===== src/design/kpc_pkg.sv =====
`timescale 1ns / 1ps

package kpc_pkg;

    // default and ceiling for the number of keys
    localparam int NUM_KEYS_DEF = 5;
    localparam int NUM_KEYS_MAX = 16;

    // config register indexes
    localparam logic [2:0] CFG_KEY_ENABLE   = 3'd0;
    localparam logic [2:0] CFG_ACTIVE_LEVEL = 3'd1;
    localparam logic [2:0] CFG_DEBOUNCE     = 3'd2;
    localparam logic [2:0] CFG_LONG         = 3'd3;
    localparam logic [2:0] CFG_HOLD         = 3'd4;

    // config reset values
    localparam logic [7:0] DEBOUNCE_RST = 8'd4;
    localparam logic [8:0] LONG_RST     = 9'd200;
    localparam logic [8:0] HOLD_RST     = 9'd400;

    // per-key event codes
    typedef enum logic [2:0] {
        CODE_NONE     = 3'd0,
        CODE_DOWN     = 3'd1,
        CODE_LONG     = 3'd2,
        CODE_HOLD     = 3'd3,
        CODE_SHORT_UP = 3'd4,
        CODE_LONG_UP  = 3'd5,
        CODE_HOLD_UP  = 3'd6
    } t_key_code;

    // thresholds shared by every key
    typedef struct packed {
        logic [7:0] debounce_ticks;
        logic [8:0] long_ticks;
        logic [8:0] hold_ticks;
    } t_thresh;

endpackage


===== src/design/kpc_cfg_regs.sv =====
`timescale 1ns / 1ps

module kpc_cfg_regs #(
    parameter int NUM_KEYS = kpc_pkg::NUM_KEYS_DEF,
    parameter int CFG_DATA_W = (NUM_KEYS > 9) ? NUM_KEYS : 9
) (
    input  logic                  i_clk,
    input  logic                  i_rst_n,
    input  logic                  i_cfg_valid,
    input  logic [2:0]            i_cfg_index,
    input  logic [CFG_DATA_W-1:0] i_cfg_data,
    output logic [NUM_KEYS-1:0]   o_key_enable,
    output logic [NUM_KEYS-1:0]   o_active_level,
    output kpc_pkg::t_thresh      o_thresh
);

    logic [NUM_KEYS-1:0] r_key_enable;
    logic [NUM_KEYS-1:0] r_active_level;
    kpc_pkg::t_thresh    r_thresh;

    always_ff @(posedge i_clk) begin
        if (!i_rst_n) begin
            r_key_enable              <= NUM_KEYS'(1);
            r_active_level            <= NUM_KEYS'(1);
            r_thresh.debounce_ticks   <= kpc_pkg::DEBOUNCE_RST;
            r_thresh.long_ticks       <= kpc_pkg::LONG_RST;
            r_thresh.hold_ticks       <= kpc_pkg::HOLD_RST;
        end else if (i_cfg_valid) begin
            unique case (i_cfg_index)
                kpc_pkg::CFG_KEY_ENABLE:   r_key_enable <= i_cfg_data[NUM_KEYS-1:0];
                kpc_pkg::CFG_ACTIVE_LEVEL: r_active_level <= i_cfg_data[NUM_KEYS-1:0];
                kpc_pkg::CFG_DEBOUNCE:     r_thresh.debounce_ticks <= i_cfg_data[7:0];
                kpc_pkg::CFG_LONG:         r_thresh.long_ticks <= i_cfg_data[8:0];
                kpc_pkg::CFG_HOLD:         r_thresh.hold_ticks <= i_cfg_data[8:0];
                default: ;
            endcase
        end
    end

    assign o_key_enable   = r_key_enable;
    assign o_active_level = r_active_level;
    assign o_thresh       = r_thresh;

endmodule


===== src/design/kpc_key_cell.sv =====
`timescale 1ns / 1ps

module kpc_key_cell (
    input  logic                i_clk,
    input  logic                i_rst_n,
    input  logic                i_advance,
    input  logic                i_enable,
    input  logic                i_active_level,
    input  logic                i_level,
    input  kpc_pkg::t_thresh    i_thresh,
    output kpc_pkg::t_key_code  o_code,
    output logic                o_pressed
);

    logic [8:0]         r_press;
    logic [7:0]         r_release;
    kpc_pkg::t_key_code r_code;

    logic [8:0]         n_press;
    logic [7:0]         n_release;
    kpc_pkg::t_key_code n_code;

    logic       w_active;
    logic [9:0] w_cnt;
    logic [9:0] w_deb;
    logic [9:0] w_long;
    logic [9:0] w_hold;
    logic [9:0] w_held;
    logic [7:0] w_rel;

    always_comb begin
        w_active  = (i_level == i_active_level);
        w_cnt     = {1'b0, r_press} + 10'd1;
        w_held    = {1'b0, r_press};
        w_deb     = {2'b00, i_thresh.debounce_ticks};
        w_long    = {1'b0, i_thresh.long_ticks};
        w_hold    = {1'b0, i_thresh.hold_ticks};
        w_rel     = (r_release == 8'hFF) ? r_release : r_release + 8'd1;
        n_press   = r_press;
        n_release = r_release;
        n_code    = r_code;
        if (i_enable) begin
            if (w_active) begin
                n_release = 8'd0;
                n_press   = w_cnt[8:0];
                if (w_cnt >= w_deb && w_cnt < w_long) begin
                    n_code = kpc_pkg::CODE_DOWN;
                end else if (w_cnt >= w_long && w_cnt < w_hold) begin
                    n_code = kpc_pkg::CODE_LONG;
                end else if (w_cnt >= w_hold) begin
                    n_code  = kpc_pkg::CODE_HOLD;
                    n_press = i_thresh.hold_ticks;
                end
            end else begin
                n_release = w_rel;
                if (w_rel >= i_thresh.debounce_ticks) begin
                    n_press = 9'd0;
                    if (w_held >= w_deb && w_held < w_long) begin
                        n_code = kpc_pkg::CODE_SHORT_UP;
                    end else if (w_held >= w_long && w_held < w_hold) begin
                        n_code = kpc_pkg::CODE_LONG_UP;
                    end else if (w_held >= w_hold) begin
                        n_code = kpc_pkg::CODE_HOLD_UP;
                    end
                end
            end
        end
    end

    always_ff @(posedge i_clk) begin
        if (!i_rst_n) begin
            r_press   <= 9'd0;
            r_release <= 8'd0;
            r_code    <= kpc_pkg::CODE_NONE;
        end else if (i_advance) begin
            r_press   <= n_press;
            r_release <= n_release;
            r_code    <= n_code;
        end
    end

    // the word carries the code after this tick
    assign o_code    = n_code;
    assign o_pressed = i_enable && w_active;

endmodule


===== src/design/key_press_classifier_core.sv =====
`timescale 1ns / 1ps

// channel | direction | handshake                   | payload
// in      | input     | i_in_valid / o_in_stall     | i_key_levels
// out     | output    | o_out_valid / i_out_stall   | o_key_codes, o_any_pressed
// cfg     | input     | i_cfg_valid / o_cfg_ready   | i_cfg_index, i_cfg_data
//
// one word a cycle in and out unless the output stalls; results are registered
// the per-key counter update sits between input and result register
// reset is synchronous, active low: counters and codes clear, config to defaults
// an output stall holds the result word; the input stage still fills if empty
// config is always ready and must be written only while the block is idle

module key_press_classifier_core #(
    parameter int NUM_KEYS = kpc_pkg::NUM_KEYS_DEF,
    parameter int CFG_DATA_W = (NUM_KEYS > 9) ? NUM_KEYS : 9
) (
    input  logic                  i_clk,
    input  logic                  i_rst_n,
    // scan tick words
    input  logic                  i_in_valid,
    output logic                  o_in_stall,
    input  logic [NUM_KEYS-1:0]   i_key_levels,
    // result words
    output logic                  o_out_valid,
    input  logic                  i_out_stall,
    output logic [3*NUM_KEYS-1:0] o_key_codes,
    output logic                  o_any_pressed,
    // config writes
    input  logic                  i_cfg_valid,
    output logic                  o_cfg_ready,
    input  logic [2:0]            i_cfg_index,
    input  logic [CFG_DATA_W-1:0] i_cfg_data
);

    // input register
    logic                  r_in_valid;
    logic [NUM_KEYS-1:0]   r_levels;

    // result register
    logic                  r_out_valid;
    logic [3*NUM_KEYS-1:0] r_key_codes;
    logic                  r_any_pressed;

    logic                  w_out_free;
    logic                  w_advance;
    logic                  w_in_take;
    logic [NUM_KEYS-1:0]   w_key_enable;
    logic [NUM_KEYS-1:0]   w_active_level;
    kpc_pkg::t_thresh      w_thresh;
    logic [3*NUM_KEYS-1:0] w_codes;
    logic [NUM_KEYS-1:0]   w_pressed;

    // the result slot frees when empty or when its word is taken
    assign w_out_free = !r_out_valid || !i_out_stall;
    // held tick moves through the key cells into the result register
    assign w_advance  = r_in_valid && w_out_free;
    assign o_in_stall = r_in_valid && !w_out_free;
    assign w_in_take  = i_in_valid && !o_in_stall;

    assign o_cfg_ready = 1'b1;

    kpc_cfg_regs #(
        .NUM_KEYS   (NUM_KEYS),
        .CFG_DATA_W (CFG_DATA_W)
    ) u_cfg (
        .i_clk          (i_clk),
        .i_rst_n        (i_rst_n),
        .i_cfg_valid    (i_cfg_valid),
        .i_cfg_index    (i_cfg_index),
        .i_cfg_data     (i_cfg_data),
        .o_key_enable   (w_key_enable),
        .o_active_level (w_active_level),
        .o_thresh       (w_thresh)
    );

    // one cell per key, all updated side by side
    for (genvar k = 0; k < NUM_KEYS; k++) begin : g_key
        kpc_key_cell u_cell (
            .i_clk          (i_clk),
            .i_rst_n        (i_rst_n),
            .i_advance      (w_advance),
            .i_enable       (w_key_enable[k]),
            .i_active_level (w_active_level[k]),
            .i_level        (r_levels[k]),
            .i_thresh       (w_thresh),
            .o_code         (w_codes[3*k +: 3]),
            .o_pressed      (w_pressed[k])
        );
    end

    always_ff @(posedge i_clk) begin
        if (!i_rst_n) begin
            r_in_valid  <= 1'b0;
            r_out_valid <= 1'b0;
        end else begin
            if (w_in_take) begin
                r_in_valid <= 1'b1;
            end else if (w_advance) begin
                r_in_valid <= 1'b0;
            end
            if (w_advance) begin
                r_out_valid <= 1'b1;
            end else if (!i_out_stall) begin
                r_out_valid <= 1'b0;
            end
        end
    end

    // payload registers, no reset
    always_ff @(posedge i_clk) begin
        if (w_in_take) begin
            r_levels <= i_key_levels;
        end
        if (w_advance) begin
            r_key_codes   <= w_codes;
            r_any_pressed <= |w_pressed;
        end
    end

    assign o_out_valid   = r_out_valid;
    assign o_key_codes   = r_key_codes;
    assign o_any_pressed = r_any_pressed;

endmodule


===== config.mk =====
export PLATFORM = sky130hd
export DESIGN_NAME = key_press_classifier_core
export DESIGN_NICKNAME = d
export VERILOG_FILES = /design/src/design/kpc_pkg.sv /design/src/design/kpc_cfg_regs.sv /design/src/design/kpc_key_cell.sv /design/src/design/key_press_classifier_core.sv
export SDC_FILE = /design/constraint.sdc
export NUM_CORES = 1
export LEC_CHECK = 0
export BUFFER_PORTS_ARGS = -buffer_cell sky130_fd_sc_hd__buf_2
export CAP_MARGIN = 25
export CORE_MARGIN = 5
export CORE_UTILIZATION = 66
export CTS_BUF_LIST = sky130_fd_sc_hd__clkbuf_2
export CTS_CLUSTER_SIZE = 8
export DETAILED_ROUTE_END_ITERATION = 12
export HOLD_SLACK_MARGIN = 0.05
export PLACE_DENSITY = 0.87
export SLEW_MARGIN = 20
export SYNTH_ARGS = -nofsm -noshare
export SYNTH_HDL_FRONTEND = slang
export SYNTH_SLANG_ARGS = --single-unit

===== constraint.sdc =====
create_clock -name i_clk -period 7.2 [get_ports i_clk]
set_clock_uncertainty 0.1 [all_clocks]
set_input_delay 1.44 -clock i_clk [delete_from_list [all_inputs] [get_ports i_clk]]
set_output_delay 1.44 -clock i_clk [all_outputs]
set_load 0.02 [all_outputs]

==> results of run 1 <==
-- per-stage QoR --
step	cells	hold WS [ps]	worst slack (ps)
detailed placement	2124	347	3000
floorplan	1829	336	3850
global placement	2124	342	3120
global route	2157	393	2650
finish	2157	373	2950
CTS	2156	375	2940
-- power by group through the flow --
stage | combinational, uW | sequential [uW] | clock [uW]
after global routing | 225 | 934 | 614
after global placement | 194 | 947 | 0
after floorplan | 120 | 947 | 0
after CTS | 202 | 931 | 578
final | 210 | 932 | 578
after detailed placement | 201 | 947 | 0
-- sequential cells by signal, summed over array words and instances, names as in the netlist --
register / cells
g_key.u_cell.r_press: 45
g_key.u_cell.r_release: 40
u_cfg.o_thresh: 26
g_key.u_cell.r_code: 15
o_key_codes: 15
r_levels: 5
u_cfg.o_active_level: 5
u_cfg.o_key_enable: 5
o_any_pressed: 1
o_out_valid: 1
r_in_valid: 1
-- routing by layer --
| metal | routed length, um | up-vias |
|---|---|---|
| met3 | 5540 | 247 |
| li1 | - | 6959 |
| met1 | 18400 | 6979 |
| met2 | 20600 | 918 |
| met5 | 0 | - |
| met4 | 3130 | 0 |
-- critical path: cells and delay by family, from the launching register on --
| family | cells | cell delay, ps |
|---|---|---|
| and+or+nand+nor | 7 | 2250 |
| AOI/OAI and AO/OA | 5 | 990 |
| DFF | 1 | 590 |
| adders and majority gates | 1 | 320 |
-- synth_stat cells (4+ instances only) --
library cell	count
sky130_fd_sc_hd__ha_1	310
sky130_fd_sc_hd__nand2_1	173
sky130_fd_sc_hd__nor2_1	154
sky130_fd_sc_hd__a21oi_1	141
sky130_fd_sc_hd__dfxtp_1	138
sky130_fd_sc_hd__o21ai_0	110
sky130_fd_sc_hd__nand3_1	76
sky130_fd_sc_hd__inv_1	65
sky130_fd_sc_hd__a21o_1	51
sky130_fd_sc_hd__xnor2_1	41
sky130_fd_sc_hd__nand4_1	40
sky130_fd_sc_hd__a22oi_1	37
sky130_fd_sc_hd__clkbuf_1	37
sky130_fd_sc_hd__and3_1	28
sky130_fd_sc_hd__nor2b_1	28
sky130_fd_sc_hd__mux2i_1	26
sky130_fd_sc_hd__nor3_1	25
sky130_fd_sc_hd__a211oi_1	22
sky130_fd_sc_hd__a31oi_1	21
sky130_fd_sc_hd__edfxtp_1	21
sky130_fd_sc_hd__nand2b_1	19
sky130_fd_sc_hd__o211ai_1	16
sky130_fd_sc_hd__a211o_1	14
sky130_fd_sc_hd__and4_1	14
sky130_fd_sc_hd__o21a_1	14
sky130_fd_sc_hd__xor2_1	14
sky130_fd_sc_hd__and2_1	13
sky130_fd_sc_hd__a221oi_1	11
sky130_fd_sc_hd__nor4_1	11
sky130_fd_sc_hd__o31ai_1	11
sky130_fd_sc_hd__or2_2	11
sky130_fd_sc_hd__a21boi_0	10
sky130_fd_sc_hd__o2bb2ai_1	10
sky130_fd_sc_hd__or3_1	10
sky130_fd_sc_hd__o22ai_1	9
sky130_fd_sc_hd__mux2_2	8
sky130_fd_sc_hd__o21bai_1	8
sky130_fd_sc_hd__a32oi_1	6
sky130_fd_sc_hd__buf_2	5
sky130_fd_sc_hd__a2111oi_0	4
sky130_fd_sc_hd__a311oi_1	4
sky130_fd_sc_hd__o211a_1	4
-- final cells by class --
class / instances / area, sq um
inverter: 65 / 244
clock inverter: 14 / 171
sequential: 159 / 3390
tap: 285 / 357
timing repair buffer: 55 / 315
fill: 1824 / 6700
clock buffer: 18 / 90.1
antenna: 1 / 2.50
multi-input combinational: 1560 / 11300
-- logic make-up after synthesis --
group                      share of synthesized area (%)
adders and majority gates                           25.6
and+or+nand+nor                                     19.9
DFF                                                 22.4
muxes                                               2.42
buffers and inverters                               2.87
xor gates and xnor gates                            3.19
other                                             0.0248
AOI/OAI and AO/OA                                   23.5
-- path summary, 6_finish.rpt --
path	endpoint	depth (start not counted)
max	g_key[3].u_cell.r_press[2]	13
min	u_cfg.o_thresh[23]	2
max reg2reg	g_key[3].u_cell.r_press[2]	13
min reg2reg	u_cfg.o_thresh[23]	2
==> results.toml, run 1 <==
[logic_synthesis]
share_of_flip_flops_with_an_asynchronous_set_or_reset_pct = 0
syn-mean-instance-area_sq_um = 8.27
mappedNetlistNets = 2161
synth-seq-cells = 159
syn-cell-area_sq_um = 15100
synth_largest_area_cell = "sky130_fd_sc_hd__ha_1"
synth_instances = 1829
edff_count_synth = 21
synth_sequential_area_ratio_pct = 22.4
synth_warnings = 0
post_synth_num_cell_types = 80
synth_top_cell_area_share_pct = 25.6
netlist_top_cells_area = "sky130_fd_sc_hd__ha_1 26%, sky130_fd_sc_hd__dfxtp_1 18%, sky130_fd_sc_hd__a21oi_1 4.7%, sky130_fd_sc_hd__nand2_1 4.3%, sky130_fd_sc_hd__edfxtp_1 4.2%"
synth-main-ff-cell = "sky130_fd_sc_hd__dfxtp_1"

[floorplanning]
dieWidth_um = 161
initial_core_util_pct = 67.0
rows = 55
top_level_ports = 41
placeableCoreArea_sq_um = 22600
die_h_um = 161
die-area_sq_um = 26000

[clock_network]
post_cts.resized_instances = 0
cts-buffers-inserted = 17
cts_buffer_depth = 2
number_of_h_tree_levels = 4
cts_tree = "done"
hold_buffers = 0
clock_insertion_delay_worst_skew_ps = 830
post_cts_buffers = 0
clkTransAtPathRegs_ps = 300
ctsRootBufferMaster = "sky130_fd_sc_hd__clkbuf_2"
clock_sink_count = 159

[power]
p_int_uw = 1160
power-per-cell-area_nw_per_um2 = 108
power.ir.vdd_worst_mv = 0.0821
power.net_switching_uw = 560
comb_power_share_pct = 12.2
power.share.clock_pct = 33.6
power.share.switching_pct = 32.6
report.power.total_uw = 1720
seq_power_share_pct = 54.2
leakage_uw = 0.00724

[global_route]
top_usage_layer = "met2"
met1_grt_util_pct = 46.1
grt_max_degree = 55
global_route_wire_length_before_repair_um = 74900
grt.overflow.total = 0
grt_util_met2_pct = 56.1
groute.layer.met3.usage_pct = 6.89
grt_pass1_vias = 14300
grtUsageTotal_pct = 35.7
antenna_found_initial = 1

[setup_path]
cp_launch_point = "g_key[3].u_cell.r_press[0]"
reg2reg_slack_ps = 2950
cell_by_cell_trace_of_the_critical_path = "nand4_1 > or2_2 > and2_1 > or2_2 > ha_1 > nand2_1 > o21a_1 > a21boi_0 > o21ai_0 > nand3_1 > nor4_1 > a21oi_1 > a21oi_1"
setup.worst_path.end_class = "register"
timing.critical_path.slowest_stage_cell = "sky130_fd_sc_hd__nand3_1"
r2r-start = "g_key[3].u_cell.r_press[0]"
critical_path.startpoint_type = "register"
arrival_ps = 4950
worst-setup-path-type = "reg2reg"
cp.required_ps = 7900
largest_driver_fanout_on_the_critical_path = 20
critical_path_s_largest_stage_delay_ps = 640

[placement]
dpl_cell_area_sq_um = 15600
io_buffer_count = 39
place_congestion = 1.00
dp_hpwl_um = 33500

[sta]
final_min_period_over_clock_period_pct = 59.0
hold_viol = 0
setup_total_negative_slack_ps = 0
post-route-min-period_ps = 4250
rsz0062_at_grt = "no"
max-slew-margin-rel_pct = 26.0
achievable-frequency_ghz = 0.235
tightest_slew_ps = 1110
setup-violations-final = 0
timing.final.max_slew_violations = 0

[final_layout]
layout_commonest_cell = "sky130_fd_sc_hd__ha_1"
drive_gt1_share_pct = 6.63
final_design_area_no_fill_sq_um = 15900
post-route-util_pct = 70.3
nNetsFinal = 2190
area.growth.synth_to_final_pct = 4.95
final_cell_mix = "310 x sky130_fd_sc_hd__ha_1, 173 x sky130_fd_sc_hd__nand2_1, 154 x sky130_fd_sc_hd__nor2_1, 141 x sky130_fd_sc_hd__a21oi_1, 138 x sky130_fd_sc_hd__dfxtp_1"

[status]
run_status = "finished, final reports clean"

[drt]
ant_nets = 0
route.detailed.wl_per_inst_um = 22.1
dr.first_iter.drc_count = 1991
detail_route.drc_violations = 0
routed_wirelength_um = 47700
firstDrtPassIters = 6
route.vias.total = 15100
route.detailed.vias_per_inst = 7.00

[run]
count_of_max_cap_constraint_violations = 0

[hold_path]
min-delay-start = "u_cfg.o_thresh[23]"
min_path_type = "reg2reg"
Power figures use the tool's default switching activity.
==> inputs of run 2 (changes only) <==
--- a/config.mk
+++ b/config.mk
@@ -8,12 +8,12 @@
 export BUFFER_PORTS_ARGS = -buffer_cell sky130_fd_sc_hd__buf_2
 export CAP_MARGIN = 25
 export CORE_MARGIN = 5
-export CORE_UTILIZATION = 66
+export CORE_UTILIZATION = 60
 export CTS_BUF_LIST = sky130_fd_sc_hd__clkbuf_2
 export CTS_CLUSTER_SIZE = 8
 export DETAILED_ROUTE_END_ITERATION = 12
 export HOLD_SLACK_MARGIN = 0.05
-export PLACE_DENSITY = 0.87
+export PLACE_DENSITY = 0.83
 export SLEW_MARGIN = 20
 export SYNTH_ARGS = -nofsm -noshare
 export SYNTH_HDL_FRONTEND = slang
==> constraint.sdc (replaced) <==
create_clock -name i_clk -period 3.55 [get_ports i_clk]
set_clock_uncertainty 0.1 [all_clocks]
set_input_delay 0.71 -clock i_clk [delete_from_list [all_inputs] [get_ports i_clk]]
set_output_delay 0.71 -clock i_clk [all_outputs]
set_load 0.02 [all_outputs]
==> run 2 against run 1 <==
Flip-flop and latch count did not move. Clock power rose by 92%. Design area rose by 8.0%. Sequential power rose by 100%. Utilization fell by 1.6 points. Critical path type unchanged. Maximum frequency rose by 25%. Combinational power rose by 120%.
==> results.toml, run 2 (synthesis results as in run 1) <==
[clock_network]
number_of_h_tree_levels = 4
ctsRootBufferMaster = "sky130_fd_sc_hd__clkbuf_2"
cts_tree = "done"
clock_sink_count = 159
cts-buffers-inserted = 17
clkTransAtPathRegs_ps = 300
clock_insertion_delay_worst_skew_ps = 830
cts_buffer_depth = 2

[placement]
place.detailed.instances = 2282
dp_hpwl_um = 37300
place_congestion = 0.996
dpl_cell_area_sq_um = 16600
io_buffer_count = 39

[power]
seq_power_share_pct = 54.4
leakage_uw = 0.00796
power-per-cell-area_nw_per_um2 = 202
p_int_uw = 2320
comb_power_share_pct = 13.5
power.share.switching_pct = 33.0
power.share.clock_pct = 32.1
power.ir.vdd_worst_mv = 0.214
power.net_switching_uw = 1140

[drt]
route.vias.total = 15400
ant_nets = 0
route.detailed.wl_per_inst_um = 21.1
dr.first_iter.drc_count = 1751
topRoutingLayerUsed = "met4"
firstDrtPassIters = 8
dr_wl_met2_um = 21300
route.detailed.vias_per_inst = 6.63
detail_route.drc_violations = 0
met1Wirelength_um = 19900
wl_met3_um = 5010
routed_wirelength_um = 49100

[hold_path]
min_path_type = "in2reg"
min-delay-start = "i_cfg_data[0]"

[floorplanning]
initial_core_util_pct = 60.6
die-area_sq_um = 28500
rows = 58
dieWidth_um = 169
placeableCoreArea_sq_um = 25000
top_level_ports = 41
die_h_um = 169

[setup_path]
cp_launch_point = "g_key[3].u_cell.r_press[3]"
largest_driver_fanout_on_the_critical_path = 3
worst-setup-path-type = "reg2reg"
critical_path_s_largest_stage_delay_ps = 400
arrival_ps = 3920
cell_by_cell_trace_of_the_critical_path = "nand4_1 > or2_2 > and2_1 > or2_2 > ha_1 > a21oi_1 > o21a_1 > a21boi_1 > o21ai_0 > or3_1 > o211a_1 > a31oi_2 > a21oi_1"
setup.worst_path.end_class = "register"
critical_path.startpoint_type = "register"
r2r-start = "g_key[3].u_cell.r_press[3]"
timing.critical_path.slowest_stage_cell = "sky130_fd_sc_hd__dfxtp_2"
cp.required_ps = 4070

[global_route]
grtUsageTotal_pct = 33.6
global_route_wire_length_before_repair_um = 77200
grt_pass1_vias = 14600
antenna_found_initial = 1
grt_max_degree = 61
grt.overflow.total = 0

[sta]
rsz0062_at_grt = "yes"
holdWs_ps = 48.0
setup-violations-final = 0
timing.final.max_slew_violations = 0
achievable-frequency_ghz = 0.295
setup_total_negative_slack_ps = 0
hold_viol = 0
max-slew-margin-rel_pct = 28.6
post-route-min-period_ps = 3390
tightest_slew_ps = 1070
final_min_period_over_clock_period_pct = 95.6

[final_layout]
area.growth.synth_to_final_pct = 13.4
final_design_area_no_fill_sq_um = 17100
largest_register_ff_count = 45
nNetsFinal = 2317
post-route-util_pct = 68.7
drive_gt1_share_pct = 14.2
final-instance-count-excl-fill = 2329
registers.top_by_ff_count = "g_key.u_cell.r_press"
layout_commonest_cell = "sky130_fd_sc_hd__ha_1"
final_cell_mix = "309 x sky130_fd_sc_hd__ha_1, 173 x sky130_fd_sc_hd__nand2_1, 154 x sky130_fd_sc_hd__nor2_1, 141 x sky130_fd_sc_hd__a21oi_1, 128 x sky130_fd_sc_hd__buf_4"

[status]
run_status = "finished, final reports clean"

[run]
count_of_max_cap_constraint_violations = 0
==> run 2: cell types whose count changed in the layout (fill, tap and decap cells not counted), sizes merged <==
cell / change
buf: +116
bufinv: -1
clkinvlp: +1
dlygate4sd3: +11
==> run 2: power groups by stage <==
stage | logic, uW | clock network [uW] | registers [uW]
2_1_floorplan | 244 | 0 | 1920
3_3_place_gp | 422 | 0 | 1920
3_5_place_dp | 437 | 0 | 1920
4_1_cts | 448 | 1110 | 1880
5_1_grt | 504 | 1190 | 1890
6_report | 469 | 1110 | 1880
==> run 2: worst paths after layout <==
path / depth (start not counted) / endpoint / slack, ps
worst max-delay path: 13 / o_key_codes[10] / 160
worst min-delay path: 3 / u_cfg.o_thresh[9] / 50
worst max register to register: 13 / o_key_codes[10] / 160
worst min register to register: 2 / u_cfg.o_thresh[24] / 380
==> run 2: metal layers <==
metal	vias up	GRT usage, %
li1	7211	-
met1	7172	43.6
met2	832	53.3
met3	231	6.80
met4	0	16.7
met5	-	0
==> run 2: worst max-delay path: cells and delay by family (launching register included) <==
kind                     cells  cell delay (ps)
adder cells (fa/ha/maj)      1              310
flip-flops                   1              400
AO/OA/AOI/OAI                7             1030
AND/OR/NAND/NOR              5             1330
==> run 2: cell type report <==
cell class,instances,area (sq um)
inverters,65,244
fillers,2038,7820
clock buffers,18,90.1
well taps,330,413
multi-input cells,1560,11500
repair buffers,182,1350
flip-flops and latches,159,3420
diodes,1,2.50
clock inverters,14,160
==> run 2: through the flow <==
step,setup WS [ps],total power (uW)
2_1_floorplan,197,2160
3_3_place_gp,131,2340
3_5_place_dp,-87.4,2350
4_1_cts,11.3,3450
5_1_grt,-2.94,3580
6_report,156,3460
==> run 2: repair_timing <==
action | in CTS | in global routing
endpoints found under the setup margin | 7 | 60
gates resized for setup | 3 | 53
hold buffers | 11 | 0
endpoints found under the hold margin | 14 | 0
pin swaps | 0 | 8
setup buffers | 0 | 3
